==> src/hw/rtl/fsdp_pkg.sv <==
// Types, constants and the control store for the %d format printer.
// No dependencies; used by fsdp_seq, fsdp_dp and the top level.
package fsdp_pkg;

  localparam logic [7:0] CH_PERCENT = 8'h25;
  localparam logic [7:0] CH_D       = 8'h64;
  localparam logic [7:0] CH_MINUS   = 8'h2D;
  localparam logic [7:0] ASCII_ZERO = 8'h30;

  // x / 10 == (x * RECIP) >> RECIP_SHIFT for every 32-bit x
  localparam logic [31:0] RECIP       = 32'hCCCC_CCCD;
  localparam int          RECIP_SHIFT = 35;
  localparam int          QUOT_W      = 64 - RECIP_SHIFT;

  localparam int STEP_W = 4;

  localparam logic [STEP_W-1:0] S_FETCH    = 4'd0;
  localparam logic [STEP_W-1:0] S_PLAIN    = 4'd1;
  localparam logic [STEP_W-1:0] S_ARMCHK   = 4'd2;
  localparam logic [STEP_W-1:0] S_DCHK     = 4'd3;
  localparam logic [STEP_W-1:0] S_LOAD     = 4'd4;
  localparam logic [STEP_W-1:0] S_MUL      = 4'd5;
  localparam logic [STEP_W-1:0] S_DIV      = 4'd6;
  localparam logic [STEP_W-1:0] S_PREP     = 4'd7;
  localparam logic [STEP_W-1:0] S_MINUS    = 4'd8;
  localparam logic [STEP_W-1:0] S_DIGIT    = 4'd9;
  localparam logic [STEP_W-1:0] S_DONE     = 4'd10;
  localparam logic [STEP_W-1:0] S_ECHO     = 4'd11;
  localparam logic [STEP_W-1:0] S_ARM      = 4'd12;

  typedef enum logic [3:0] {
    OP_NONE,
    OP_CLRPEND,
    OP_SETPEND,
    OP_LOADMAG,
    OP_MUL,
    OP_DIV,
    OP_PREP,
    OP_EMIT_MINUS,
    OP_EMIT_DIGIT,
    OP_EMIT_CHAR
  } op_t;

  typedef enum logic [3:0] {
    C_NEVER,
    C_ALWAYS,
    C_NOACC,
    C_PLAIN,
    C_NOPEND,
    C_NOTD,
    C_MORE,
    C_NOTNEG,
    C_IDX_NZ
  } cond_t;

  typedef struct packed {
    logic              in_rdy;
    logic              wait_out;
    op_t               op;
    cond_t             cond;
    logic [STEP_W-1:0] target;
  } uword_t;

  // sequencer -> datapath
  typedef struct packed {
    op_t  op;
    logic fire;
    logic take;
  } ctrl_t;

  // datapath -> sequencer
  typedef struct packed {
    logic plain;
    logic nopend;
    logic not_d;
    logic more;
    logic not_neg;
    logic idx_nz;
    logic out_busy;
  } status_t;

  function automatic uword_t ucode(input logic [STEP_W-1:0] step);
    uword_t w;
    w = '{in_rdy: 1'b0, wait_out: 1'b0, op: OP_NONE, cond: C_ALWAYS, target: S_FETCH};
    case (step)
      S_FETCH:  begin w.in_rdy = 1'b1; w.cond = C_NOACC; w.target = S_FETCH; end
      S_PLAIN:  begin w.cond = C_PLAIN;  w.target = S_ECHO; end
      S_ARMCHK: begin w.cond = C_NOPEND; w.target = S_ARM;  end
      S_DCHK:   begin w.op = OP_CLRPEND; w.cond = C_NOTD; w.target = S_FETCH; end
      S_LOAD:   begin w.op = OP_LOADMAG; w.cond = C_NEVER; end
      S_MUL:    begin w.op = OP_MUL;     w.cond = C_NEVER; end
      S_DIV:    begin w.op = OP_DIV;     w.cond = C_MORE;  w.target = S_MUL; end
      S_PREP:   begin w.op = OP_PREP;    w.cond = C_NOTNEG; w.target = S_DIGIT; end
      S_MINUS:  begin w.op = OP_EMIT_MINUS; w.wait_out = 1'b1; w.cond = C_NEVER; end
      S_DIGIT:  begin
        w.op = OP_EMIT_DIGIT; w.wait_out = 1'b1; w.cond = C_IDX_NZ; w.target = S_DIGIT;
      end
      S_DONE:   begin w.cond = C_ALWAYS; w.target = S_FETCH; end
      S_ECHO:   begin w.op = OP_EMIT_CHAR; w.wait_out = 1'b1; w.target = S_FETCH; end
      S_ARM:    begin w.op = OP_SETPEND; w.target = S_FETCH; end
      default:  begin w.cond = C_ALWAYS; w.target = S_FETCH; end
    endcase
    return w;
  endfunction

endpackage

==> src/hw/rtl/fsdp_stream_if.sv <==
// Valid/ready channel interfaces for the format byte requests and the
// character results. Depends on nothing.
interface fsdp_fmt_if;
  logic               valid;
  logic               ready;
  logic [7:0]         fmt_char;
  logic signed [31:0] arg_value;
  modport source(output valid, fmt_char, arg_value, input ready);
  modport sink(input valid, fmt_char, arg_value, output ready);
endinterface

interface fsdp_char_if;
  logic       valid;
  logic       ready;
  logic [7:0] out_char;
  logic       last_of_run;
  modport source(output valid, out_char, last_of_run, input ready);
  modport sink(input valid, out_char, last_of_run, output ready);
endinterface

==> src/hw/rtl/fsdp_seq.sv <==
// Microcode sequencer: step counter, control store lookup, branch logic.
// Depends on fsdp_pkg.
module fsdp_seq (
  input  logic                clk,
  input  logic                rst,
  input  logic                req_valid,
  output logic                req_ready,
  input  fsdp_pkg::status_t   st,
  output fsdp_pkg::ctrl_t     ctrl
);

  logic [fsdp_pkg::STEP_W-1:0] step;
  logic [fsdp_pkg::STEP_W-1:0] step_next;
  fsdp_pkg::uword_t            w;
  logic                        stall;
  logic                        taken;
  logic                        take;

  assign w         = fsdp_pkg::ucode(step);
  assign req_ready = w.in_rdy;
  assign take      = req_valid && w.in_rdy;
  assign stall     = w.wait_out && st.out_busy;

  always_comb begin
    case (w.cond)
      fsdp_pkg::C_NEVER:  taken = 1'b0;
      fsdp_pkg::C_ALWAYS: taken = 1'b1;
      fsdp_pkg::C_NOACC:  taken = !take;
      fsdp_pkg::C_PLAIN:  taken = st.plain;
      fsdp_pkg::C_NOPEND: taken = st.nopend;
      fsdp_pkg::C_NOTD:   taken = st.not_d;
      fsdp_pkg::C_MORE:   taken = st.more;
      fsdp_pkg::C_NOTNEG: taken = st.not_neg;
      fsdp_pkg::C_IDX_NZ: taken = st.idx_nz;
      default:            taken = 1'b0;
    endcase
  end

  always_comb begin
    if (stall) begin
      step_next = step;
    end else if (taken) begin
      step_next = w.target;
    end else begin
      step_next = step + 1'b1;
    end
  end

  always_ff @(posedge clk) begin
    if (rst) begin
      step <= fsdp_pkg::S_FETCH;
    end else begin
      step <= step_next;
    end
  end

  assign ctrl.op   = w.op;
  assign ctrl.fire = !stall;
  assign ctrl.take = take;

endmodule

==> src/hw/rtl/fsdp_dp.sv <==
// Datapath: request latch, pending flag, reciprocal divide-by-ten,
// digit store and the output character register. Depends on fsdp_pkg.
module fsdp_dp #(
  parameter int MAX_DIGITS = 10
) (
  input  logic               clk,
  input  logic               rst,
  input  fsdp_pkg::ctrl_t    ctrl,
  input  logic [7:0]         fmt_char,
  input  logic signed [31:0] arg_value,
  input  logic               res_ready,
  output fsdp_pkg::status_t  st,
  output logic               res_valid,
  output logic [7:0]         out_char,
  output logic               res_last
);

  localparam int IDX_W = (MAX_DIGITS > 1) ? $clog2(MAX_DIGITS) : 1;
  localparam int CNT_W = $clog2(MAX_DIGITS + 1);

  logic [7:0]                    char_reg;
  logic [31:0]                   arg_reg;
  logic                          pend;
  logic                          neg;
  logic [31:0]                   mag;
  logic [63:0]                   prod;
  logic [CNT_W-1:0]              ndig;
  logic [IDX_W-1:0]              idx;
  logic [3:0]                    rd_data;
  logic [3:0]                    store [MAX_DIGITS];

  logic [fsdp_pkg::QUOT_W-1:0]   quot;
  logic [31:0]                   quot10;
  logic [31:0]                   rem;
  logic [CNT_W-1:0]              ndig_inc;
  logic [CNT_W-1:0]              ndig_dec;
  logic [IDX_W-1:0]              idx_dec;
  logic                          fire;

  assign fire     = ctrl.fire;
  assign quot     = prod[63:fsdp_pkg::RECIP_SHIFT];
  assign quot10   = {quot, 3'b000} + {2'b00, quot, 1'b0};
  assign rem      = mag - quot10;
  assign ndig_inc = ndig + 1'b1;
  assign ndig_dec = ndig - 1'b1;
  assign idx_dec  = idx - 1'b1;

  assign st.plain    = !pend && (char_reg != fsdp_pkg::CH_PERCENT);
  assign st.nopend   = !pend;
  assign st.not_d    = char_reg != fsdp_pkg::CH_D;
  assign st.more     = (quot != '0) && (ndig_inc < CNT_W'(MAX_DIGITS));
  assign st.not_neg  = !neg;
  assign st.idx_nz   = idx != '0;
  assign st.out_busy = res_valid && !res_ready;

  always_ff @(posedge clk) begin
    if (ctrl.take) begin
      char_reg <= fmt_char;
      arg_reg  <= arg_value;
    end
    if (fire) begin
      case (ctrl.op)
        fsdp_pkg::OP_LOADMAG: begin
          neg  <= arg_reg[31];
          mag  <= arg_reg[31] ? (32'd0 - arg_reg) : arg_reg;
          ndig <= '0;
        end
        fsdp_pkg::OP_MUL: begin
          prod <= mag * fsdp_pkg::RECIP;
        end
        fsdp_pkg::OP_DIV: begin
          store[ndig[IDX_W-1:0]] <= rem[3:0];
          mag  <= {{(32 - fsdp_pkg::QUOT_W){1'b0}}, quot};
          ndig <= ndig_inc;
        end
        fsdp_pkg::OP_PREP: begin
          idx     <= ndig_dec[IDX_W-1:0];
          rd_data <= store[ndig_dec[IDX_W-1:0]];
        end
        fsdp_pkg::OP_EMIT_DIGIT: begin
          if (idx != '0) begin
            idx     <= idx_dec;
            rd_data <= store[idx_dec];
          end
        end
        default: begin
        end
      endcase
    end
  end

  always_ff @(posedge clk) begin
    if (rst) begin
      pend <= 1'b0;
    end else if (fire && ctrl.op == fsdp_pkg::OP_SETPEND) begin
      pend <= 1'b1;
    end else if (fire && ctrl.op == fsdp_pkg::OP_CLRPEND) begin
      pend <= 1'b0;
    end
  end

  // output holding register; emit steps are held off by the sequencer while it is full and not being taken
  always_ff @(posedge clk) begin
    if (rst) begin
      res_valid <= 1'b0;
    end else if (fire && (ctrl.op == fsdp_pkg::OP_EMIT_MINUS ||
                          ctrl.op == fsdp_pkg::OP_EMIT_DIGIT ||
                          ctrl.op == fsdp_pkg::OP_EMIT_CHAR)) begin
      res_valid <= 1'b1;
    end else if (res_ready) begin
      res_valid <= 1'b0;
    end
  end

  always_ff @(posedge clk) begin
    if (fire) begin
      case (ctrl.op)
        fsdp_pkg::OP_EMIT_MINUS: begin
          out_char <= fsdp_pkg::CH_MINUS;
          res_last <= 1'b0;
        end
        fsdp_pkg::OP_EMIT_DIGIT: begin
          out_char <= fsdp_pkg::ASCII_ZERO + {4'd0, rd_data};
          res_last <= (idx == '0);
        end
        fsdp_pkg::OP_EMIT_CHAR: begin
          out_char <= char_reg;
          res_last <= 1'b1;
        end
        default: begin
        end
      endcase
    end
  end

endmodule

==> src/hw/rtl/format_string_decimal_printer_unit.sv <==
// Top level of the %d format printer: sequencer plus datapath.
// Depends on fsdp_pkg, fsdp_stream_if, fsdp_seq and fsdp_dp.
//
// Takes one format byte with its argument per request and returns the
// characters it produces, one per cycle while the sink keeps accepting
// them. An ordinary byte is echoed, a '%' sets the pending flag and a
// byte after '%' other than 'd' is dropped. For a "%d" each digit needs
// two steps of the single 32x32 reciprocal multiplier (multiply, then
// remainder and store), and the digits, after any minus sign, then leave
// the output register one per cycle while the sink keeps accepting them.
// A new request is taken only between runs, but also while the last
// character still waits in the output register.
module format_string_decimal_printer_unit #(
  parameter int MAX_DIGITS = 10
) (
  input logic               clk,
  input logic               rst,
  fsdp_fmt_if.sink          fmt_req,
  fsdp_char_if.source       char_res
);

  fsdp_pkg::ctrl_t   ctrl;
  fsdp_pkg::status_t st;

  fsdp_seq u_seq (
    .clk       (clk),
    .rst       (rst),
    .req_valid (fmt_req.valid),
    .req_ready (fmt_req.ready),
    .st        (st),
    .ctrl      (ctrl)
  );

  fsdp_dp #(
    .MAX_DIGITS (MAX_DIGITS)
  ) u_dp (
    .clk       (clk),
    .rst       (rst),
    .ctrl      (ctrl),
    .fmt_char  (fmt_req.fmt_char),
    .arg_value (fmt_req.arg_value),
    .res_ready (char_res.ready),
    .st        (st),
    .res_valid (char_res.valid),
    .out_char  (char_res.out_char),
    .res_last  (char_res.last_of_run)
  );

endmodule

==> src/flat_wrapper.sv <==
// flat-port wrapper written by rule: the top's interface ports become plain ports
module format_string_decimal_printer_unit_flat 
#(
  parameter int MAX_DIGITS = 10
)
  (clk, rst, fmt_req_valid, fmt_req_fmt_char, fmt_req_arg_value, fmt_req_ready, char_res_valid, char_res_out_char, char_res_last_of_run, char_res_ready);
  fsdp_fmt_if fmt_req_i ();
  fsdp_char_if char_res_i ();
  input logic clk;
  input logic rst;
  input wire logic [$bits(fmt_req_i.valid)-1:0] fmt_req_valid;
  input wire logic [$bits(fmt_req_i.fmt_char)-1:0] fmt_req_fmt_char;
  input wire logic [$bits(fmt_req_i.arg_value)-1:0] fmt_req_arg_value;
  output wire logic [$bits(fmt_req_i.ready)-1:0] fmt_req_ready;
  output wire logic [$bits(char_res_i.valid)-1:0] char_res_valid;
  output wire logic [$bits(char_res_i.out_char)-1:0] char_res_out_char;
  output wire logic [$bits(char_res_i.last_of_run)-1:0] char_res_last_of_run;
  input wire logic [$bits(char_res_i.ready)-1:0] char_res_ready;
  assign fmt_req_i.valid = fmt_req_valid;
  assign fmt_req_i.fmt_char = fmt_req_fmt_char;
  assign fmt_req_i.arg_value = fmt_req_arg_value;
  assign fmt_req_ready = fmt_req_i.ready;
  assign char_res_valid = char_res_i.valid;
  assign char_res_out_char = char_res_i.out_char;
  assign char_res_last_of_run = char_res_i.last_of_run;
  assign char_res_i.ready = char_res_ready;
  format_string_decimal_printer_unit #(.MAX_DIGITS(MAX_DIGITS)) u_core (.clk(clk), .rst(rst), .fmt_req(fmt_req_i), .char_res(char_res_i));
endmodule
==> config.mk <==
export PLATFORM = sky130hd
export DESIGN_NAME = format_string_decimal_printer_unit_flat
export DESIGN_NICKNAME = d
export VERILOG_FILES = /design/src/hw/rtl/fsdp_pkg.sv /design/src/hw/rtl/fsdp_stream_if.sv /design/src/hw/rtl/fsdp_seq.sv /design/src/hw/rtl/fsdp_dp.sv /design/src/hw/rtl/format_string_decimal_printer_unit.sv /design/src/flat_wrapper.sv
export SDC_FILE = /design/constraint.sdc
export NUM_CORES = 1
export LEC_CHECK = 0
export BUFFER_PORTS_ARGS = -buffer_cell sky130_fd_sc_hd__buf_4
export CORE_ASPECT_RATIO = 1.1
export CORE_MARGIN = 2
export CORE_UTILIZATION = 55
export CTS_BUF_LIST = sky130_fd_sc_hd__clkbuf_4 sky130_fd_sc_hd__clkbuf_8
export DETAILED_ROUTE_END_ITERATION = 6
export PLACE_DENSITY = 0.74
export SYNTH_ARGS = -nofsm -noshare
export SYNTH_HDL_FRONTEND = slang
export SYNTH_SLANG_ARGS = --single-unit
==> constraint.sdc <==
create_clock -name clk -period 6.89 [get_ports clk]
set_input_delay 2.067 -clock clk [delete_from_list [all_inputs] [get_ports clk]]
set_output_delay 2.067 -clock clk [all_outputs]
set_load 0.05 [all_outputs]
==> results of run 1 <==
-- worst register-to-register path, cell delays in order (launching register included) --
cell	delay, ns
edfxtp_1	0.52
ha_4	0.33
buf_6	0.10
inv_1	0.06
fa_1	0.48
inv_1	0.05
fa_1	0.49
inv_1	0.05
fa_1	0.50
inv_1	0.06
fa_1	0.55
fa_1	0.43
fa_1	0.52
fa_1	0.45
ha_4	0.30
nand3_2	0.09
or4_4	0.53
or3_4	0.40
o2111ai_4	0.25
o31a_1	0.30
a21oi_2	0.11
o21bai_2	0.19
a21oi_1	0.10
xnor2_1	0.14
-- metal layers --
| layer | up-vias | GRT usage | part of all wire |
|---|---|---|---|
| li1 | 7977 | - | - |
| met1 | 8853 | 0.416 | 0.40 |
| met2 | 617 | 0.531 | 0.49 |
| met3 | 187 | 0.0569 | 0.062 |
| met4 | 6 | 0.139 | 0.049 |
| met5 | - | 0 | 0.00050 |
-- repair_timing --
action,CTS,global route
gates resized for setup,66,64
endpoints found under the setup margin,27,29
setup buffers,15,10
cloned,0,0
pin swaps,38,39
-- cells by family after synthesis --
group | count (synthesis) | synth area share
buffers and inverters | 622 | 0.0961
xor gates and xnor gates | 120 | 0.0432
adders and majority gates | 748 | 0.504
and+or+nand+nor | 289 | 0.0597
muxes | 27 | 0.0194
AOI/OAI and AO/OA | 272 | 0.0709
DFF | 169 | 0.206
-- cell type report --
class | count | area (sq um)
multi-input combinational | 1456 | 17700
fill | 3355 | 14600
sequential | 169 | 5010
timing repair buffer | 379 | 2880
inverter | 583 | 2190
tap | 574 | 718
clock buffer | 18 | 241
clock inverter | 14 | 178
antenna | 1 | 2.50
-- cells in the final DEF (no fill, tap or decap), types with 8 or more instances in the layout --
master / count
fa_1: 382
a21oi_1: 58
nor4_1: 10
a21oi_2: 11
clkbuf_8: 17
nand2_1: 93
and3_1: 14
xnor2_1: 40
or3_1: 9
ha_2: 8
nand3_1: 17
a21o_1: 41
o22ai_1: 10
nor2b_1: 10
edfxtp_1: 163
nor3_1: 13
mux2i_1: 10
xor2_1: 67
buf_6: 9
nor2_1: 54
nand2b_1: 9
o21ai_0: 62
ha_1: 327
nand4_1: 9
xor2_2: 9
o31ai_1: 9
buf_4: 370
and2_1: 13
ha_4: 27
inv_1: 577
mux4_2: 16
-- worst max-delay path by stage --
stage                         from                   end  slack (ns)  cells past startpoint
3_3_place_gp   u_core.u_dp.mag[13]  u_core.u_dp.prod[55]       -0.69                     22
5_1_grt        u_core.u_dp.mag[16]  u_core.u_dp.prod[54]       -0.51                     27
3_5_place_dp   u_core.u_dp.mag[13]  u_core.u_dp.prod[55]       -0.72                     22
6_report       u_core.u_dp.mag[16]  u_core.u_dp.prod[62]       -0.37                     23
2_1_floorplan  u_core.u_dp.mag[11]  u_core.u_dp.prod[62]       -0.02                     23
4_1_cts        u_core.u_dp.mag[10]  u_core.u_dp.prod[62]       -0.39                     22
-- stage by stage --
stage	setup slack, ns	setup TNS [ns]	instances	utilization	area, sq um
finish	-0.374	-5.12	3194	0.665	29000
CTS	-0.387	-5.33	3183	0.655	28500
global route	-0.511	-9.69	3193	0.665	29000
detailed placement	-0.720	-10.81	3137	0.635	27600
global placement	-0.689	-8.95	3137	0.635	27600
floorplan	-0.0161	-0.0234	2247	-	24400
==> impl_metrics.toml, run 1 <==
[setup_path]
reg2reg_from = "u_core.u_dp.mag[16]"
required_ns = 7.13
r2r_cells = 23
crit_type = "reg -> reg"
crit_chain = "ha_4 > buf_6 > inv_1 > fa_1 > inv_1 > fa_1 > inv_1 > fa_1 > inv_1 > fa_1 > fa_1 > fa_1 > fa_1 > ha_4 > nand3_2 > or4_4 > or3_4 > o2111ai_4 > o31a_1 > a21oi_2 > o21bai_2 > a21oi_1 > xnor2_1"
cp_slowest_stage_delay_ns = 0.55
path_max_fanout = 4
start_kind = "flip-flop"
rr_endpoint = "u_core.u_dp.prod[62]"
critPathSlowestCell = "fa_1"
endpoint_kind = "flip-flop"
arrival_ns = 7.51
path_delay_family = "adder cells"
crit_buf_inv = 5
crit_top_cell = "fa_1"
reg2reg_slack_ns = -0.37

[clock_tree]
clk_path_buf_depth = 2
cts_tree = "built"
insertion_delay_ns = 0.50
htree_levels = 4
cts_root_buf = "clkbuf_8"
cts-hold-fix-buffers = 0
cts_sinks = 169
clk_pin_slew_ns = 0.12
cts_buffers = 17

[global_route]
grt.total_usage = 0.321
antenna_found_initial = 5
grt_pass1_wl_um = 109000
globalRouteOverflowTotal = 0
grt_pass1_vias = 19200
grt_max_degree = 62

[yosys]
synth_nets = 3039
synthTopCellsByCount = "583 x inv_1, 386 x fa_1, 362 x ha_1"
synth.yosys.warnings = 0
synth.top_cell.area_share = 0.318
synth.area.top_cells = "fa_1 32%, edfxtp_1 20%, ha_1 19%"
synthCells = 2247
netlist_area_sq_um = 24300
ys.flop_type = "edfxtp_1"
post_synth.cell_area_avg_sq_um = 10.8
synth-edff-count = 163
synth_top_area_cell = "fa_1"
synth_seq_cells = 169
synth_cell_types = 61
synthArstFlopShare = 0
ys_seq_area_frac = 0.206
yosys.cell_count.top_type = "inv_1"

[floorplanning]
rows = 80
die_h_um = 224
die_w_um = 204
io_pins = 55
initial_core_util = 0.558
die_area_sq_um = 45900
coreArea_sq_um = 43500

[cells_and_area]
drive_gt1_frac = 0.210
largest_register_ff_count = 40
area_delta_synth_final_pct = 19.2
nets = 3398

[sta]
period_minus_slack_ns = 7.26
rsz0062_at_grt = "yes"
finalClockSkew_ns = 0.0240
hold_viol = 0
timing.fmax_mhz = 138
layout_setup_ws_ns = -0.374
worst_slew_pin_slew_ns = 1.16
slew_violations = 0
holdWs_ns = 0.534
period_share = 1.05
slew_headroom = 0.221
setup_viol = 23

[routing]
wl_um = 70000
ant_nets = 0
drc = 0
firstDrtPassIters = 5
via_count = 17600
post_drt_wl_per_cell_um = 21.9
viasPerCell = 5.52
drt_iter0_drc = 1260

[placed_design]
globalplace.congestion = 1.03
dp_hpwl_um = 61200
portBuffers = 54

[hold_path]
holdCritPathClass = "reg -> reg"
min_path_cells = 2
holdPathEnd = "u_core.u_dp.res_valid"
hp-start = "u_core.u_dp.res_valid"

[run_status]
status = "finished, violations left"
violations = "negative setup slack"

[flow_run]
maxCapViolations = 0
Power of run 1 is left out: the tool's default activity adds up to more than one toggle a clock period on the data nets, which glitch-free logic cannot reach.
==> inputs of run 2 (changes only) <==
CORE_UTILIZATION = 50   (was 55)
PLACE_DENSITY = 0.69   (was 0.74)
==> impl_metrics.toml, run 2 (synthesis results as in run 1) <==
[sta]
hold_viol = 0
layout_setup_ws_ns = -0.343
timing.fmax_mhz = 138
period_share = 1.05
period_minus_slack_ns = 7.23
finalClockSkew_ns = 0.0225
setup_viol = 24
rsz0062_at_grt = "yes"
holdWs_ns = 0.524
worst_slew_pin_slew_ns = 1.13
slew_headroom = 0.246
slew_violations = 0
fin_tns_setup_ns = -5.36

[clock_tree]
clk_path_buf_depth = 2
cts_root_buf = "clkbuf_8"
cts_tree = "built"
insertion_delay_ns = 0.49
clk_pin_slew_ns = 0.09
cts_sinks = 169
htree_levels = 4
cts_buffers = 17

[floorplanning]
coreArea_sq_um = 47900
die_h_um = 235
die_w_um = 214
die_area_sq_um = 50400
rows = 84
initial_core_util = 0.507
io_pins = 55

[cells_and_area]
final_common_cell = "inv_1"
nFillCells = 3893
largest_register_ff_count = 40
layout_common_cells = "566 x inv_1, 380 x fa_1, 370 x buf_4, 322 x ha_1, 163 x edfxtp_1"
area_delta_synth_final_pct = 20.2
fin_cells = 3270
diodes = 0
nets = 3404
drive_gt1_frac = 0.216
final_util = 0.609

[routing]
viasPerCell = 5.35
drt_iter0_drc = 1170
wl_um = 69300
ant_nets = 0
via_count = 17500
firstDrtPassIters = 5
post_drt_wl_per_cell_um = 21.2
drc = 0

[setup_path]
start_kind = "flip-flop"
crit_type = "reg -> reg"
crit_chain = "ha_4 > inv_1 > fa_1 > inv_1 > fa_1 > inv_1 > fa_1 > inv_1 > fa_2 > fa_2 > fa_1 > fa_1 > ha_4 > nand3_4 > or4_4 > or3_4 > o2111ai_4 > buf_4 > o31ai_4 > o21ai_2 > nand2_1 > a311oi_2 > xor2_1"
endpoint_kind = "flip-flop"
path_max_fanout = 4
crit_cells = 23
required_ns = 7.13
crit_buf_inv = 5
arrival_ns = 7.48
r2r_cells = 23
cp_slowest_stage_delay_ns = 0.63
path_delay_family = "adder cells"
crit_top_cell = "fa_1"
critPathSlowestCell = "fa_2"

[global_route]
grt_max_degree = 62
grt_pass1_wl_um = 108000
antenna_found_initial = 0
globalRouteOverflowTotal = 0
grt.total_usage = 0.283
grt_pass1_vias = 19300

[hold_path]
holdCritPathClass = "reg -> reg"
min_path_cells = 2

[flow_run]
maxCapViolations = 0

[placed_design]
numPlacedInstances = 3206
portBuffers = 54
globalplace.congestion = 1.03
dp_hpwl_um = 59700

[run_status]
status = "finished, violations left"
violations = "negative setup slack"
## run 2: cell count changes in the layout (fill, tap and decap cells not counted), sizes merged
| cell | previous run | this run |
|---|---|---|
| buf | 379 | 385 |
| bufinv | 1 | 0 |
| clkinvlp | 1 | 3 |
| inv | 588 | 587 |
| diode | 1 | 0 |
## run 2: per-layer routing
layer	vias up	global-route usage	part of all wire
met2	562	0.483	0.49
met5	-	0	0
met1	8805	0.355	0.40
met4	0	0.133	0.051
met3	163	0.0408	0.053
li1	7977	-	-
## run 2: path summary, 6_finish.rpt
path	startpoint	endpoint	slack [ns]
worst max-delay path	u_core.u_dp.mag[16]	u_core.u_dp.prod[59]	-0.34
worst max register to register	u_core.u_dp.mag[16]	u_core.u_dp.prod[59]	-0.34
worst min register to register	u_core.u_dp.res_valid	u_core.u_dp.res_valid	0.52
worst min-delay path	u_core.u_dp.res_valid	u_core.u_dp.res_valid	0.52
## run 2: worst min-delay path: cells and delay by family, from the launching register on
family,cells,cell delay (ns)
flip-flops,1,0.33
AND/OR/NAND/NOR,1,0.09
AO/OA/AOI/OAI,1,0.06
## run 2: cell type report
type | instances | area [sq um] | share of cell area
Sequential cell | 169 | 5010 | 0.172
Tap cell | 645 | 807 | 0.0276
Multi-Input combinational cell | 1456 | 17900 | 0.612
Timing Repair Buffer | 385 | 2960 | 0.101
Clock buffer | 18 | 241 | 0.00827
Inverter | 583 | 2190 | 0.0751
Clock inverter | 14 | 118 | 0.00403
## run 2: timing repair
| item | CTS | global route |
|---|---|---|
| pin swaps | 56 | 35 |
| setup endpoints to repair | 29 | 29 |
| gates resized for setup | 94 | 60 |
| setup buffers | 28 | 13 |
| hold buffers | 0 | 0 |
## run 2: stage by stage
step                      setup slack, ns  instance area, sq um
after global routing               -0.539                 29200
after CTS                          -0.262                 28800
after global placement             -0.579                 27700
after floorplan                   -0.0161                 24400
after detailed placement           -0.684                 27700
final                              -0.343                 29200
Power of run 2 is left out for the same reason.
